--- config.mk ---
export PLATFORM = sky130hd
export DESIGN_NAME = brew_cycle_heater_sequencer
export DESIGN_NICKNAME = d
export VERILOG_FILES = /design/src/design/bchs_pkg.sv /design/src/design/brew_cycle_heater_sequencer.sv
export SDC_FILE = /design/constraint.sdc
export NUM_CORES = 1
export LEC_CHECK = 0
export BUFFER_PORTS_ARGS = -buffer_cell sky130_fd_sc_hd__buf_2
export CORE_MARGIN = 5
export CORE_UTILIZATION = 60
export DETAILED_ROUTE_END_ITERATION = 7
export MAX_ROUTING_LAYER = met4
export PLACE_DENSITY = 0.9
export SLEW_MARGIN = 30
export SYNTH_ARGS = -nofsm -noshare
export SYNTH_HDL_FRONTEND = slang
export SYNTH_SLANG_ARGS = --single-unit
--- constraint.sdc ---
create_clock -name clk_i -period 8.3 [get_ports clk_i]
set_input_delay 0.415 -clock clk_i [delete_from_list [all_inputs] [get_ports clk_i]]
set_output_delay 0.415 -clock clk_i [all_outputs]
set_load 0.03 [all_outputs]
--- src/design/bchs_pkg.sv ---
// bchs_pkg: types, codes and reset values for the brew cycle heater sequencer
// no dependencies; used by brew_cycle_heater_sequencer

package bchs_pkg;

  // item kinds carried on the input tuser
  typedef enum logic [2:0] {
    MODE_TICK         = 3'd0,
    MODE_START_ABORT  = 3'd1,
    MODE_PUMP         = 3'd2,
    MODE_SOLENOID     = 3'd3,
    MODE_WARMER       = 3'd4,
    MODE_HEATER       = 3'd5,
    MODE_ALL_OFF      = 3'd6,
    MODE_CLEAR_PULSES = 3'd7
  } mode_e;

  // cycle phase, one-hot
  typedef enum logic [3:0] {
    PH_IDLE    = 4'b0001,
    PH_PREHEAT = 4'b0010,
    PH_BREW    = 4'b0100,
    PH_FINISH  = 4'b1000
  } phase_e;

  localparam logic [1:0] PHASE_CODE_IDLE    = 2'd0;
  localparam logic [1:0] PHASE_CODE_PREHEAT = 2'd1;
  localparam logic [1:0] PHASE_CODE_BREW    = 2'd2;
  localparam logic [1:0] PHASE_CODE_FINISH  = 2'd3;

  typedef struct packed {
    logic warmer;
    logic solenoid;
    logic heater;
    logic pump;
  } relays_t;

  // register indexes
  localparam int unsigned CfgIdxW = 3;
  localparam int unsigned CfgDataW = 20;
  localparam logic [CfgIdxW-1:0] CFG_TARGET_TEMP     = 3'd0;
  localparam logic [CfgIdxW-1:0] CFG_HYSTERESIS      = 3'd1;
  localparam logic [CfgIdxW-1:0] CFG_MIN_BREW_TEMP   = 3'd2;
  localparam logic [CfgIdxW-1:0] CFG_BREW_TIME       = 3'd3;
  localparam logic [CfgIdxW-1:0] CFG_PREHEAT_TIMEOUT = 3'd4;

  localparam logic [9:0]  TARGET_TEMP_RST     = 10'd930;
  localparam logic [6:0]  HYSTERESIS_RST      = 7'd20;
  localparam logic [9:0]  MIN_BREW_TEMP_RST   = 10'd850;
  localparam logic [15:0] BREW_TIME_RST       = 16'd25000;
  localparam logic [19:0] PREHEAT_TIMEOUT_RST = 20'd60000;

  localparam int unsigned OutTimerW = 20;
  localparam logic [OutTimerW-1:0] OUT_TIMER_MAX = 20'hFFFFF;

  function automatic logic [1:0] phase_code(phase_e ph);
    logic [1:0] code;
    unique case (ph)
      PH_IDLE:    code = PHASE_CODE_IDLE;
      PH_PREHEAT: code = PHASE_CODE_PREHEAT;
      PH_BREW:    code = PHASE_CODE_BREW;
      PH_FINISH:  code = PHASE_CODE_FINISH;
      default:    code = PHASE_CODE_IDLE;
    endcase
    return code;
  endfunction

endpackage

--- src/design/brew_cycle_heater_sequencer.sv ---
// brew_cycle_heater_sequencer: four-phase heater, pump, valve and warmer sequencer
// depends on bchs_pkg
//
// usage: each input item on s_axis is either a tick (temperature, elapsed
// milliseconds, flow pulses) or a command selected by s_axis_tuser. every
// item yields one result item on m_axis showing relays, phase, phase timer
// and pulse total after that item. configuration registers are written over
// cfg_we_i / cfg_idx_i / cfg_data_i; the user must write them only while no item
// is in flight, as the block itself does not enforce this. the input item is
// captured in the input register; the state update and the result register load
// then happen in the same cycle, once m_axis can advance. throughput is one item
// per cycle while m_axis does not stall, bounded by the single state update stage.
// when m_axis stalls, the input register still fills, so one more item is taken
// before s_axis_tready drops; nothing is lost or repeated.
// reset clears the phase to idle, relays off, timer and pulse total to zero,
// and loads the default register values; no clearing pass is needed.

module brew_cycle_heater_sequencer #(
  parameter int unsigned TIMER_BITS = 20
) (
  input  logic        clk_i,
  input  logic        rst_ni,
  input  logic        cfg_we_i,
  input  logic [2:0]  cfg_idx_i,
  input  logic [19:0] cfg_data_i,
  input  logic        s_axis_tvalid,
  output logic        s_axis_tready,
  // temperature[12:0], elapsed_ms[22:13], flow_pulses[30:23], zero[31]
  input  logic [31:0] s_axis_tdata,
  // mode[2:0]
  input  logic [2:0]  s_axis_tuser,
  output logic        m_axis_tvalid,
  input  logic        m_axis_tready,
  // pump_on[0], heater_on[1], solenoid_on[2], warmer_on[3], phase[5:4],
  // phase_elapsed_ms[25:6], pulse_total[57:26], zero[63:58]
  output logic [63:0] m_axis_tdata
);

  localparam int unsigned SumW = TIMER_BITS + 1;
  localparam int unsigned CmpW = (TIMER_BITS > 20) ? TIMER_BITS : 20;

  // configuration
  logic [9:0]  target_q;
  logic [6:0]  hyst_q;
  logic [9:0]  min_brew_q;
  logic [15:0] brew_time_q;
  logic [19:0] preheat_to_q;

  always_ff @(posedge clk_i or negedge rst_ni) begin
    if (!rst_ni) begin
      target_q     <= bchs_pkg::TARGET_TEMP_RST;
      hyst_q       <= bchs_pkg::HYSTERESIS_RST;
      min_brew_q   <= bchs_pkg::MIN_BREW_TEMP_RST;
      brew_time_q  <= bchs_pkg::BREW_TIME_RST;
      preheat_to_q <= bchs_pkg::PREHEAT_TIMEOUT_RST;
    end else if (cfg_we_i) begin
      unique case (cfg_idx_i)
        bchs_pkg::CFG_TARGET_TEMP:     target_q     <= cfg_data_i[9:0];
        bchs_pkg::CFG_HYSTERESIS:      hyst_q       <= cfg_data_i[6:0];
        bchs_pkg::CFG_MIN_BREW_TEMP:   min_brew_q   <= cfg_data_i[9:0];
        bchs_pkg::CFG_BREW_TIME:       brew_time_q  <= cfg_data_i[15:0];
        bchs_pkg::CFG_PREHEAT_TIMEOUT: preheat_to_q <= cfg_data_i;
        default: ;
      endcase
    end
  end

  // handshake
  logic in_valid_q;
  logic out_valid_q;
  logic advance;
  logic process;

  assign advance       = !out_valid_q || m_axis_tready;
  assign process       = in_valid_q && advance;
  assign s_axis_tready = !in_valid_q || advance;
  assign m_axis_tvalid = out_valid_q;

  // input register
  bchs_pkg::mode_e    mode_q;
  logic signed [12:0] temp_q;
  logic [9:0]         elapsed_q;
  logic [7:0]         flow_q;

  always_ff @(posedge clk_i or negedge rst_ni) begin
    if (!rst_ni) begin
      in_valid_q <= 1'b0;
    end else if (s_axis_tready) begin
      in_valid_q <= s_axis_tvalid;
    end
  end

  always_ff @(posedge clk_i) begin
    if (s_axis_tvalid && s_axis_tready) begin
      mode_q    <= bchs_pkg::mode_e'(s_axis_tuser);
      temp_q    <= $signed(s_axis_tdata[12:0]);
      elapsed_q <= s_axis_tdata[22:13];
      flow_q    <= s_axis_tdata[30:23];
    end
  end

  // sequencer state
  bchs_pkg::phase_e        phase_q, phase_d;
  bchs_pkg::relays_t       relay_q, relay_d;
  logic [TIMER_BITS-1:0]   timer_q, timer_d;
  logic [31:0]             pulse_q, pulse_d;

  logic [SumW-1:0]         timer_sum;
  logic [TIMER_BITS-1:0]   timer_tick;
  logic signed [12:0]      band_lo;
  logic signed [12:0]      band_hi;
  logic signed [12:0]      min_brew_s;

  assign timer_sum  = {1'b0, timer_q} + SumW'(elapsed_q);
  assign timer_tick = timer_sum[TIMER_BITS] ? {TIMER_BITS{1'b1}} : timer_sum[TIMER_BITS-1:0];
  assign band_lo    = $signed({3'b000, target_q}) - $signed({6'b000000, hyst_q});
  assign band_hi    = $signed({3'b000, target_q}) + $signed({6'b000000, hyst_q});
  assign min_brew_s = $signed({3'b000, min_brew_q});

  always_comb begin
    phase_d = phase_q;
    relay_d = relay_q;
    timer_d = timer_q;
    pulse_d = pulse_q;
    if (process) begin
      case (mode_q)
        bchs_pkg::MODE_TICK: begin
          pulse_d = pulse_q + 32'(flow_q);
          timer_d = timer_tick;
          if (phase_q == bchs_pkg::PH_PREHEAT || phase_q == bchs_pkg::PH_BREW) begin
            if (temp_q < band_lo) begin
              relay_d.heater = 1'b1;
            end else if (temp_q > band_hi) begin
              relay_d.heater = 1'b0;
            end
          end
          unique case (phase_q)
            bchs_pkg::PH_PREHEAT: begin
              if (temp_q >= min_brew_s) begin
                phase_d          = bchs_pkg::PH_BREW;
                timer_d          = '0;
                relay_d.pump     = 1'b1;
                relay_d.solenoid = 1'b1;
              end else if (CmpW'(timer_tick) > CmpW'(preheat_to_q)) begin
                phase_d = bchs_pkg::PH_IDLE;
                timer_d = '0;
                relay_d = '0;
              end
            end
            bchs_pkg::PH_BREW: begin
              if (CmpW'(timer_tick) >= CmpW'(brew_time_q)) begin
                phase_d = bchs_pkg::PH_FINISH;
                timer_d = '0;
                relay_d = '0;
              end
            end
            bchs_pkg::PH_FINISH: begin
              phase_d = bchs_pkg::PH_IDLE;
              timer_d = '0;
            end
            default: ;
          endcase
        end
        bchs_pkg::MODE_START_ABORT: begin
          timer_d = '0;
          if (phase_q == bchs_pkg::PH_IDLE) begin
            phase_d        = bchs_pkg::PH_PREHEAT;
            pulse_d        = '0;
            relay_d.warmer = 1'b1;
            relay_d.heater = 1'b1;
          end else begin
            phase_d = bchs_pkg::PH_IDLE;
            relay_d = '0;
          end
        end
        bchs_pkg::MODE_PUMP:         relay_d.pump     = !relay_q.pump;
        bchs_pkg::MODE_SOLENOID:     relay_d.solenoid = !relay_q.solenoid;
        bchs_pkg::MODE_WARMER:       relay_d.warmer   = !relay_q.warmer;
        bchs_pkg::MODE_HEATER:       relay_d.heater   = !relay_q.heater;
        bchs_pkg::MODE_ALL_OFF:      relay_d          = '0;
        bchs_pkg::MODE_CLEAR_PULSES: pulse_d          = '0;
        default: ;
      endcase
    end
  end

  always_ff @(posedge clk_i or negedge rst_ni) begin
    if (!rst_ni) begin
      phase_q <= bchs_pkg::PH_IDLE;
      relay_q <= '0;
      timer_q <= '0;
      pulse_q <= '0;
    end else begin
      phase_q <= phase_d;
      relay_q <= relay_d;
      timer_q <= timer_d;
      pulse_q <= pulse_d;
    end
  end

  // result register
  logic [CmpW-1:0] timer_ext;
  logic [19:0]     timer_out;
  logic [63:0]     tdata_d;
  logic [63:0]     tdata_q;

  assign timer_ext = CmpW'(timer_d);
  assign timer_out = (timer_ext > CmpW'(bchs_pkg::OUT_TIMER_MAX)) ?
                     bchs_pkg::OUT_TIMER_MAX : timer_ext[19:0];
  assign tdata_d   = {6'b000000, pulse_d, timer_out, bchs_pkg::phase_code(phase_d),
                      relay_d.warmer, relay_d.solenoid, relay_d.heater, relay_d.pump};

  always_ff @(posedge clk_i or negedge rst_ni) begin
    if (!rst_ni) begin
      out_valid_q <= 1'b0;
    end else if (advance) begin
      out_valid_q <= in_valid_q;
    end
  end

  always_ff @(posedge clk_i) begin
    if (process) begin
      tdata_q <= tdata_d;
    end
  end

  assign m_axis_tdata = tdata_q;

  // checks
  a_phase_change_clears_timer: assert property (@(posedge clk_i) disable iff (!rst_ni)
    (process && phase_d != phase_q) |=> (timer_q == '0))
    else $error("phase change did not clear timer");

  a_brew_stop_relays_off: assert property (@(posedge clk_i) disable iff (!rst_ni)
    (process && phase_q == bchs_pkg::PH_BREW && phase_d == bchs_pkg::PH_FINISH)
    |=> (relay_q == '0))
    else $error("relays on after brew stop");

  a_stall_only_on_output: assert property (@(posedge clk_i) disable iff (!rst_ni)
    !s_axis_tready |-> (in_valid_q && out_valid_q && !m_axis_tready))
    else $error("input stalled without output backpressure");

  a_idle_state_kept_on_toggle: assert property (@(posedge clk_i) disable iff (!rst_ni)
    (process && mode_q != bchs_pkg::MODE_TICK && mode_q != bchs_pkg::MODE_START_ABORT)
    |=> $stable(phase_q))
    else $error("command other than tick or start changed phase");

endmodule

==> results.ini, run 1 <==
[worst_setup_path]
cp_data_required_time_ns=8.67
criticalPathCategory=reg -> reg
path_cells=ha_1, nand2_1, or3_1, o21ai_1, nand2_1, nand2_1, ha_1, a21o_1, a221o_1, a221o_1, o31ai_1, a21boi_1, o21ai_1, and2_1, buf_4, a22o_1
end_kind=register
arrival_ns=5.75
critPathLaunchType=register
path_common_cell=nand2_1
critPathMaxFanout=38
cpMaxStageDelayCell=nand2_1
slowest_delay_ns=0.46

[timing]
fin_skew_ns=0.0201
relSlewSlack_pct=35.1
worst_slack_ns=2.92
hold-worst-slack_ns=0.0705
fin_crit_sh_pct=64.8
rsz0062_at_grt=no
tns_ns=0
tightest_slew_ns=0.971
min_period_ns=5.38
setup_violations=0
hold_viol_final=0
fmax_mhz=186
finalMaxSlewViolations=0

[power_and_ir_drop]
clock_power_share_pct=26.9
p_per_area_mw_per_mm2=283
p_sw_share_pct=34.6
p_seq_share_pct=38.2
p_leak_nw=5.94
vdd_drop_max_v=0.000208
intPower_mw=2.46
power.switching_mw=1.30
combinationalPowerShare_pct=34.9

[die]
start_util_pct=60.6
die_y_um=150
pin_count=129
dieWidth_um=150
die_area_mm2=0.0224
coreArea_mm2=0.0193
row_count=51

[logic_synthesis]
yosysSeqAreaShare_pct=50.5
synth_ff_type=dfrtp_1
synth.avg_cell_area_um2=10.9
synthArstFlopShare_pct=57.6
syn-instance-count=1079
ys_types=71
synth-edff-count=92
synthesis.area_mm2=0.0117
yosysWarnings=0
ys_seq_elements=217

[worst_hold_path]
hold_class=in -> reg

[cts]
cts_sinks=217
cts_resized=0
cts_root_buf=clkbuf_16
clk_pin_slew_ns=0.06
cts_buffers=23
htree_levels=1
cts_buffer_depth=3
post_cts_buffers=0
cts_tree=built
clock_latency_ns=0.52

[global_routing]
grt_pass1_vias=8760
grt_pass1_wl_um=42800
track_usage_pct=24.4
grt_max_degree=80
overflow=0
antenna_found_initial=2

[drt]
drc=0
routed_wl_um=26300
drtAntennaViolNets=0
drt_first_pass_iters=5
wl_per_cell_um=17.9
via_per_inst=6.00
num_vias=8839
drt-initial-drc-count=775

[cells_and_area]
mostFrequentLayoutCells=120 x buf_2, 101 x ha_1, 99 x dfrtp_1
stdcell_count=1473
nets=1357
area_delta_synth_final_pct=13.5
fin_util_pct=68.8
final_common_cell=buf_2
drive_above_1_share_pct=19.2

[flow_run]
maxCapViolations=0

[place]
place_worst_setup_slack_ns=3.07
portBuffers=121
gp_congestion=0.926
placedCellCount=1428
dp_hpwl_um=18700

[status]
status=finished clean

## cell families after synthesis
logic type | after synthesis | synth area share [%]
AO/OA/AOI/OAI | 309 | 16.8
adder cells (fa/ha/maj) | 105 | 11.5
AND/OR/NAND/NOR | 259 | 11.3
other | 1 | 0.0320
buffers and inverters | 122 | 4.33
XOR/XNOR | 35 | 2.61
flip-flops | 217 | 50.5
multiplexers | 31 | 2.97
## routing by layer
layer / global-route usage, % / wire (um)
met3: 4.21 / 1740
met4: 8.51 / 898
met5: - / 0
met2: 40.2 / 12900
met1: 30.7 / 10800
## cells in the mapped netlist (17+ instances only)
cell type | instances | area (um2)
a22o_1 | 41 | 359
nand2b_1 | 17 | 106
a21oi_1 | 56 | 280
o21ai_0 | 59 | 295
nor2_1 | 40 | 150
dfstp_2 | 26 | 683
dfrtp_1 | 99 | 2480
edfxtp_1 | 92 | 2760
nand2_1 | 91 | 342
inv_1 | 72 | 270
a21o_1 | 21 | 158
o21ai_1 | 55 | 275
nand3_1 | 22 | 110
clkbuf_1 | 34 | 128
ha_1 | 101 | 1260
xnor2_1 | 21 | 184
mux2_2 | 29 | 327
nand4_1 | 21 | 131
## what timing repair did
action | in CTS | in global routing
setup endpoints to repair | 0 | 0
hold buffers | 1 | 0
hold endpoints to repair | 44 | 0
## worst max-delay path, delay by kind of cell (launching register included)
family          cells  cell delay (ns)
fa+ha+maj           2             0.70
flops               1             0.42
simple gates        5             1.47
compound gates      8             2.29
buf+inv             1             0.35
## power by group through the flow
stage	registers [mW]	logic, mW	clock network, mW
2_1_floorplan	1.49	0.903	0
3_3_place_gp	1.44	1.20	0
3_5_place_dp	1.45	1.28	0
4_1_cts	1.44	1.30	1.03
5_1_grt	1.46	1.47	1.08
6_report	1.44	1.31	1.01
## final cells by class
| cell class | count | area [um2] |
|---|---|---|
| Fill cell | 1319 | 6030 |
| Sequential cell | 217 | 5920 |
| Multi-Input combinational cell | 745 | 5350 |
| Clock buffer | 37 | 689 |
| Timing Repair Buffer | 130 | 682 |
| Tap cell | 265 | 332 |
| Inverter | 72 | 270 |
| Clock inverter | 5 | 60.1 |
| Antenna cell | 2 | 5.00 |
## flip-flops by register name (all words and copies together) (netlist names)
signal / flops
brew_time_q: 16
elapsed_q: 10
flow_q: 8
hyst_q: 7
in_valid_q: 1
m_axis_tdata: 58
m_axis_tvalid: 1
min_brew_q: 10
mode_q: 3
phase_q: 4
preheat_to_q: 20
pulse_q: 32
relay_q: 4
target_q: 10
temp_q: 13
timer_q: 20
## final timing paths
kind,startpoint,cells after the start,slack (ns),endpoint
worst max-delay path,elapsed_q[8],16,2.92,m_axis_tdata[13]
worst min-delay path,s_axis_tdata[18],1,0.07,elapsed_q[5]
worst max register to register,elapsed_q[8],16,2.92,m_axis_tdata[13]
worst min register to register,in_valid_q,1,0.49,m_axis_tvalid
max in group asynchronous,rst_ni,3,6.69,relay_q[2]
min in group asynchronous,rst_ni,2,0.47,brew_time_q[12]
## metrics by stage
stage | instance area (um2) | total power [mW]
after floorplan | 11700 | 2.39
after global placement | 12500 | 2.65
after detailed placement | 12500 | 2.73
after CTS | 13300 | 3.77
after global routing | 13300 | 4.01
final | 13300 | 3.76
(Power assumes the default switching activity.)
==> inputs of run 2 (changes only) <==
--- a/config.mk
+++ b/config.mk
@@ -5,6 +5,7 @@
 export SDC_FILE = /design/constraint.sdc
 export NUM_CORES = 1
 export LEC_CHECK = 0
+export ABC_AREA = 1
 export BUFFER_PORTS_ARGS = -buffer_cell sky130_fd_sc_hd__buf_2
 export CORE_MARGIN = 5
 export CORE_UTILIZATION = 60
==> constraint.sdc (replaced) <==
create_clock -name clk_i -period 5.4 [get_ports clk_i]
set_input_delay 0.27 -clock clk_i [delete_from_list [all_inputs] [get_ports clk_i]]
set_output_delay 0.27 -clock clk_i [all_outputs]
set_load 0.03 [all_outputs]
==> results.ini, run 2 <==
[status]
status=finished clean

[die]
die_y_um=153  ; +2.3%
pin_count=129  ; unchanged
dieWidth_um=153  ; +2.3%
coreArea_mm2=0.0202  ; +4.7%
row_count=52  ; +2.0%
die_area_mm2=0.0235  ; +4.7%
start_util_pct=60.8  ; +0.20 points

[worst_setup_path]
cp_data_required_time_ns=5.65  ; -3.02 ns
end_kind=register
critPathMaxFanout=34  ; -11%
arrival_ns=4.77  ; -0.98 ns
critPathLaunchType=register
criticalPathCategory=reg -> reg
rr_worst_depth=20  ; +4

[cts]
cts_sinks=217  ; unchanged
cts_resized=0  ; unchanged
cts_tree=built
post_cts_buffers=0  ; unchanged
cts_root_buf=clkbuf_16
clk_pin_slew_ns=0.06  ; about the same
cts_hold_buffers=41  ; +40
cts_buffers=25  ; +8.7%
clock_latency_ns=0.53  ; about the same
htree_levels=1  ; unchanged
cts_buffer_depth=3  ; unchanged

[place]
dp_hpwl_um=21200  ; +14%
portBuffers=121  ; unchanged
gp_congestion=0.962  ; +4.0%
placed_area_mm2=0.0132  ; +4.9%

[timing]
fmax_mhz=221  ; +19%
fin_crit_sh_pct=83.8  ; +19 points
min_period_ns=4.52  ; -0.851 ns
fin_skew_ns=0.0126  ; -0.00750 ns
tightest_slew_ns=0.909  ; -0.0622 ns
rsz0062_at_grt=no
hold_viol_final=0  ; unchanged
setup_violations=0  ; unchanged
relSlewSlack_pct=39.3  ; +4.2 points
finalMaxSlewViolations=0  ; unchanged
tns_ns=0  ; unchanged

[drt]
drc=0  ; unchanged
routed_wl_um=31300  ; +19%
drtAntennaViolNets=0  ; unchanged
wl_per_cell_um=16.8  ; -6.0%
num_vias=10500  ; +19%
via_per_inst=5.63  ; -6.1%
drt-initial-drc-count=871  ; +12%
drt_first_pass_iters=5  ; unchanged

[cells_and_area]
mostFrequentLayoutCells=321 x nand2_1, 212 x inv_1, 120 x buf_2
fin_util_pct=71.0  ; +2.2 points
nets=1739  ; +28%
final_common_cell=nand2_1
largest_register_ffs=58  ; unchanged
antenna_cells=0  ; -2
layout.cell_area.non_filler_mm2=0.0144  ; +8.0%
drive_above_1_share_pct=14.8  ; -4.4 points
area_delta_synth_final_pct=16.7

[logic_synthesis]
synth_ff_type=dfrtp_1
yosysMostFrequentCell=nand2_1
ys_types=53  ; -25%
syn-instance-count=1404  ; +30%
synth-compound-area-share_pct=12.5  ; -4.3 points
yosysSeqAreaShare_pct=48.1  ; -2.4 points
synthMuxAreaShare_pct=0  ; -3.0 points
synth.avg_cell_area_um2=8.77  ; -19%
synthArstFlopShare_pct=57.6  ; unchanged
synthSimpleGateAreaFrac_pct=18.6  ; +7.3 points
synth-edff-count=92  ; unchanged
synth_fa_ha_area_share_pct=10.9  ; -0.55 points
ys_seq_elements=217  ; unchanged
synth_top_family_by_area=simple AND/OR/NAND/NOR gates
yosysWarnings=0  ; unchanged
yosysTopAreaCell=edfxtp_1
synth_top_area_share_pct=22.4  ; -1.1 points
synth-xor-area-share_pct=1.99  ; -0.62 points
synth_area_leaders=edfxtp_1 22%, dfrtp_1 20%, ha_1 10%
synthesis.area_mm2=0.0123  ; +5.0%
ys_top_cells_by_count=321 x nand2_1, 213 x inv_1, 113 x o21ai_0

[power_and_ir_drop]
vdd_drop_max_v=0.000279  ; +34%
p_leak_nw=7.04  ; +19%
p_per_area_mw_per_mm2=435  ; +54%

[global_routing]
overflow=0  ; unchanged
track_usage_pct=27.1  ; +2.8 points
grt_pass1_vias=10700  ; +23%
grt_pass1_wl_um=51600  ; +20%
grt_max_degree=69  ; -14%
antenna_found_initial=0  ; -2

[worst_hold_path]
min_path_cells=3  ; +2
hold_class=in -> reg

[flow_run]
maxCapViolations=0  ; unchanged

[run 2: layout make-up]
class	count	area, um2
flip-flops and latches	217	5920
fillers	1430	5870
multi-input cells	946	5440
repair buffers	167	1060
inverters	214	803
clock buffers	41	767
well taps	270	338
clock inverters	5	31.3
[run 2: final timing paths]
| kind | from | end | slack, ns |
|---|---|---|---|
| setup / recovery | elapsed_q[0] | m_axis_tdata[7] | 0.88 |
| hold / removal | cfg_data_i[17] | preheat_to_q[17] | 0.02 |
| setup reg to reg | elapsed_q[0] | m_axis_tdata[7] | 0.88 |
| hold reg to reg | brew_time_q[2] | brew_time_q[2] | 0.49 |
| max in group asynchronous | rst_ni | m_axis_tvalid | 3.84 |
| min in group asynchronous | rst_ni | pulse_q[0] | 0.32 |
[run 2: power by group]
part | internal [mW] | switching, mW | total (mW)
Clock | 0.968 | 0.669 | 1.64
Sequential | 2.07 | 0.186 | 2.26
Combinational | 0.803 | 1.55 | 2.35
[run 2: cell families after synthesis]
kind of cell,Yosys count
buf+inv,246
simple gates,540
fa+ha+maj,105
xor+xnor,28
flops,217
compound gates,267
other cells,1
[run 2: metal layers]
metal	GRT usage, %	up-vias	wire length (um)
met5	-	-	0
met4	10.1	0	1180
met3	3.68	99	2380
met2	45.7	492	15400
met1	33.6	4914	12300
li1	-	4971	-
[run 2: critical path, cell delays in order (launching register included)]
cell,delay [ns]
edfxtp_1,0.36
ha_1,0.24
fa_1,0.43
nand3_1,0.12
nand3_2,0.17
nand3_4,0.15
inv_1,0.23
nor2_1,0.42
inv_1,0.14
ha_1,0.32
nand2_1,0.07
nor2_1,0.15
nand2_1,0.10
nor2_1,0.14
nand2_1,0.08
nand3_1,0.09
nand2_1,0.12
nand3_1,0.19
nand3_4,0.13
nand2_4,0.41
o21ai_0,0.18
[run 2: through the flow]
step	worst slack [ns]	power [mW]	instances	hold slack, ns
after CTS	0.968	6.21	1860	0.00514
after detailed placement	0.977	4.50	1773	0.448
after global routing	0.608	6.64	1860	0.0131
after global placement	1.17	4.36	1773	0.437
after floorplan	1.81	3.89	1409	-0.0256
final	0.876	6.24	1860	0.0158
==> inputs of run 3 (changes only) <==
--- a/config.mk
+++ b/config.mk
@@ -5,13 +5,13 @@
 export SDC_FILE = /design/constraint.sdc
 export NUM_CORES = 1
 export LEC_CHECK = 0
-export ABC_AREA = 1
+export ABC_AREA = 0
 export BUFFER_PORTS_ARGS = -buffer_cell sky130_fd_sc_hd__buf_2
 export CORE_MARGIN = 5
-export CORE_UTILIZATION = 60
+export CORE_UTILIZATION = 54
 export DETAILED_ROUTE_END_ITERATION = 7
 export MAX_ROUTING_LAYER = met4
-export PLACE_DENSITY = 0.9
+export PLACE_DENSITY = 0.86
 export SLEW_MARGIN = 30
 export SYNTH_ARGS = -nofsm -noshare
 export SYNTH_HDL_FRONTEND = slang
==> constraint.sdc (replaced) <==
create_clock -name clk_i -period 4.1 [get_ports clk_i]
set_input_delay 0.205 -clock clk_i [delete_from_list [all_inputs] [get_ports clk_i]]
set_output_delay 0.205 -clock clk_i [all_outputs]
set_load 0.03 [all_outputs]
==> results.ini, run 3 (same netlist as run 1, synthesis figures left out) <==
[worst_setup_path]
slowest_delay_ns=0.41  ; -0.02 ns
path_buf_inv=3  ; +1
rr_worst_depth=22  ; +10%
path_common_cell=a21oi_2
critPathMaxFanout=5  ; -85%
path_delay_family=compound AO/OA/AOI/OAI gates
regToRegSetupSlack_ns=-0.43  ; -1.30 ns
critPathLaunchType=register
timing.rr.start=elapsed_q[2]
criticalPathCategory=reg -> reg
cp_data_required_time_ns=4.55  ; -1.10 ns
cpMaxStageDelayCell=edfxtp_1
path_cells=ha_4, a21oi_2, o211ai_1, o211a_2, a41oi_2, o21bai_1, nand4_1, xor2_1, nand2_1, buf_6, ha_1, a21o_1, a21oi_2, nand2_1, a21oi_2, a41o_1, nand4_4, o21ai_2, and2_4, buf_12, buf_2, a22o_1
end_kind=register
arrival_ns=4.98  ; +0.21 ns
r2r-end=timer_q[10]

[cells_and_area]
fillerInstances=1465  ; +2.4%
fin_util_pct=69.0  ; -2.0 points
mostFrequentLayoutCells=121 x buf_2, 99 x dfrtp_1, 94 x ha_1
nets=1492  ; -14%
final_common_cell=buf_2
stdcell_count=1622  ; -13%
layout.cell_area.non_filler_mm2=0.0149  ; +3.9%
drive_above_1_share_pct=26.3  ; +11 points
largest_register_ffs=58  ; unchanged
antenna_cells=0  ; unchanged
area_delta_synth_final_pct=27.3

[timing]
tightest_slew_ns=0.976  ; +0.0677 ns
setup_violations=52  ; +52
fin_crit_sh_pct=110  ; +27 points
relSlewSlack_pct=34.6  ; -4.7 points
worst_slack_ns=-0.425  ; -1.30 ns
rsz0062_at_grt=yes
fmax_mhz=221  ; about the same
hold_viol_final=0  ; unchanged
hold-worst-slack_ns=0.0152  ; -0.000636 ns
min_period_ns=4.53  ; +0.00131 ns
fin_skew_ns=0.0133  ; +0.000677 ns
finalMaxSlewViolations=0  ; unchanged

[place]
placedCellCount=1513  ; -15%
dp_hpwl_um=20500  ; -3.6%
place_worst_setup_slack_ns=-0.270  ; -1.25 ns
portBuffers=121  ; unchanged
placed_area_mm2=0.0131  ; about the same
gp_congestion=0.953  ; -0.95%

[drt]
drt-initial-drc-count=855  ; -1.8%
via_per_inst=5.93  ; +5.3%
routed_wl_um=31200  ; -0.12%
num_vias=9618  ; -8.2%
drtAntennaViolNets=0  ; unchanged
drc=0  ; unchanged
drt_first_pass_iters=6  ; +1
wl_per_cell_um=19.3  ; +15%

[worst_hold_path]
hold_class=in -> reg
min_path_cells=3  ; unchanged
hold_start=cfg_data_i[0]
holdPathEnd=target_q[0]

[global_routing]
overflow=0  ; unchanged
grt_max_degree=57  ; -17%
grt_pass1_vias=9642  ; -10%
grt_pass1_wl_um=49000  ; -4.9%
track_usage_pct=25.3  ; -1.8 points
antenna_found_initial=0  ; unchanged

[cts]
cts_buffer_depth=3  ; unchanged
cts_tree=built
cts_root_buf=clkbuf_16
clk_pin_slew_ns=0.06  ; about the same
htree_levels=1  ; unchanged
cts_buffers=24  ; -4.0%
cts_sinks=217  ; unchanged
clock_latency_ns=0.52  ; about the same

[flow_run]
maxCapViolations=0  ; unchanged

[power_and_ir_drop]
p_leak_nw=6.71  ; -4.7%
p_per_area_mw_per_mm2=578  ; +33%
vdd_drop_max_v=0.000369  ; +32%

[die]
row_count=54  ; +3.8%
die_y_um=157  ; +2.7%
die_area_mm2=0.0248  ; +5.4%
start_util_pct=54.2  ; -6.6 points
coreArea_mm2=0.0216  ; +6.9%
dieWidth_um=157  ; +2.7%
pin_count=129  ; unchanged

[status]
status=finished, violations left
violations=setup timing

run 3: worst register-to-register path, stage by stage (launching register included):
cell and delay (ns):
edfxtp_1 0.41, ha_4 0.30, a21oi_2 0.05, o211ai_1 0.18, o211a_2 0.24, a41oi_2 0.13
o21bai_1 0.27, nand4_1 0.17, xor2_1 0.23, nand2_1 0.17, buf_6 0.17, ha_1 0.30
a21o_1 0.21, a21oi_2 0.18, nand2_1 0.09, a21oi_2 0.16, a41o_1 0.19, nand4_4 0.15
o21ai_2 0.18, and2_4 0.23, buf_12 0.12, buf_2 0.16, a22o_1 0.16
run 3: report_power, final:
group | leakage (nW) | total (mW) | internal, mW | switching (mW)
Combinational | 3.82 | 3.32 | 1.49 | 1.84
Clock | 0.430 | 2.39 | 1.50 | 0.896
Sequential | 2.46 | 2.91 | 2.69 | 0.222
run 3: per-stage QoR:
stage | power [mW] | setup TNS [ns]
2_1_floorplan | 4.88 | 0
3_3_place_gp | 5.79 | -6.81
3_5_place_dp | 5.96 | -9.53
4_1_cts | 8.50 | -2.16
5_1_grt | 9.10 | -22.50
6_report | 8.63 | -15.66
run 3: worst max-delay path by stage:
stage / start / endpoint / slack (ns) / depth (start not counted)
global placement: elapsed_q[0] / m_axis_tdata[13] / -0.20 / 20
global route: elapsed_q[2] / timer_q[9] / -0.55 / 22
finish: elapsed_q[2] / timer_q[10] / -0.43 / 22
detailed placement: elapsed_q[0] / m_axis_tdata[15] / -0.27 / 20
floorplan: timer_q[2] / m_axis_tdata[23] / 0.02 / 20
CTS: elapsed_q[2] / m_axis_tdata[24] / -0.1 / 21
run 3: layout make-up:
cell class                      count  area (um2)  area share, %
Clock buffer                       33         727           4.87
Multi-Input combinational cell    745        5590           37.5
Inverter                           72         270           1.81
Tap cell                          280         350           2.35
Clock inverter                     11         173           1.16
Sequential cell                   217        5920           39.7
Timing Repair Buffer              264        1890           12.7
run 3: repair_timing:
item	CTS	global route
hold buffers	56	0
hold endpoints to repair	109	0
pin swaps	17	23
resized for setup	25	18
gates cloned	3	0
setup buffers	9	1
endpoints found under the setup margin	49	54
run 3: layer usage:
| layer | track usage, % | vias to the layer above | part of all wire [%] |
|---|---|---|---|
| met3 | 3.79 | 83 | 6.6 |
| li1 | - | 4435 | - |
| met2 | 42.9 | 382 | 50 |
| met4 | 7.58 | 0 | 3.1 |
| met5 | - | - | 0 |
| met1 | 31.6 | 4718 | 40 |
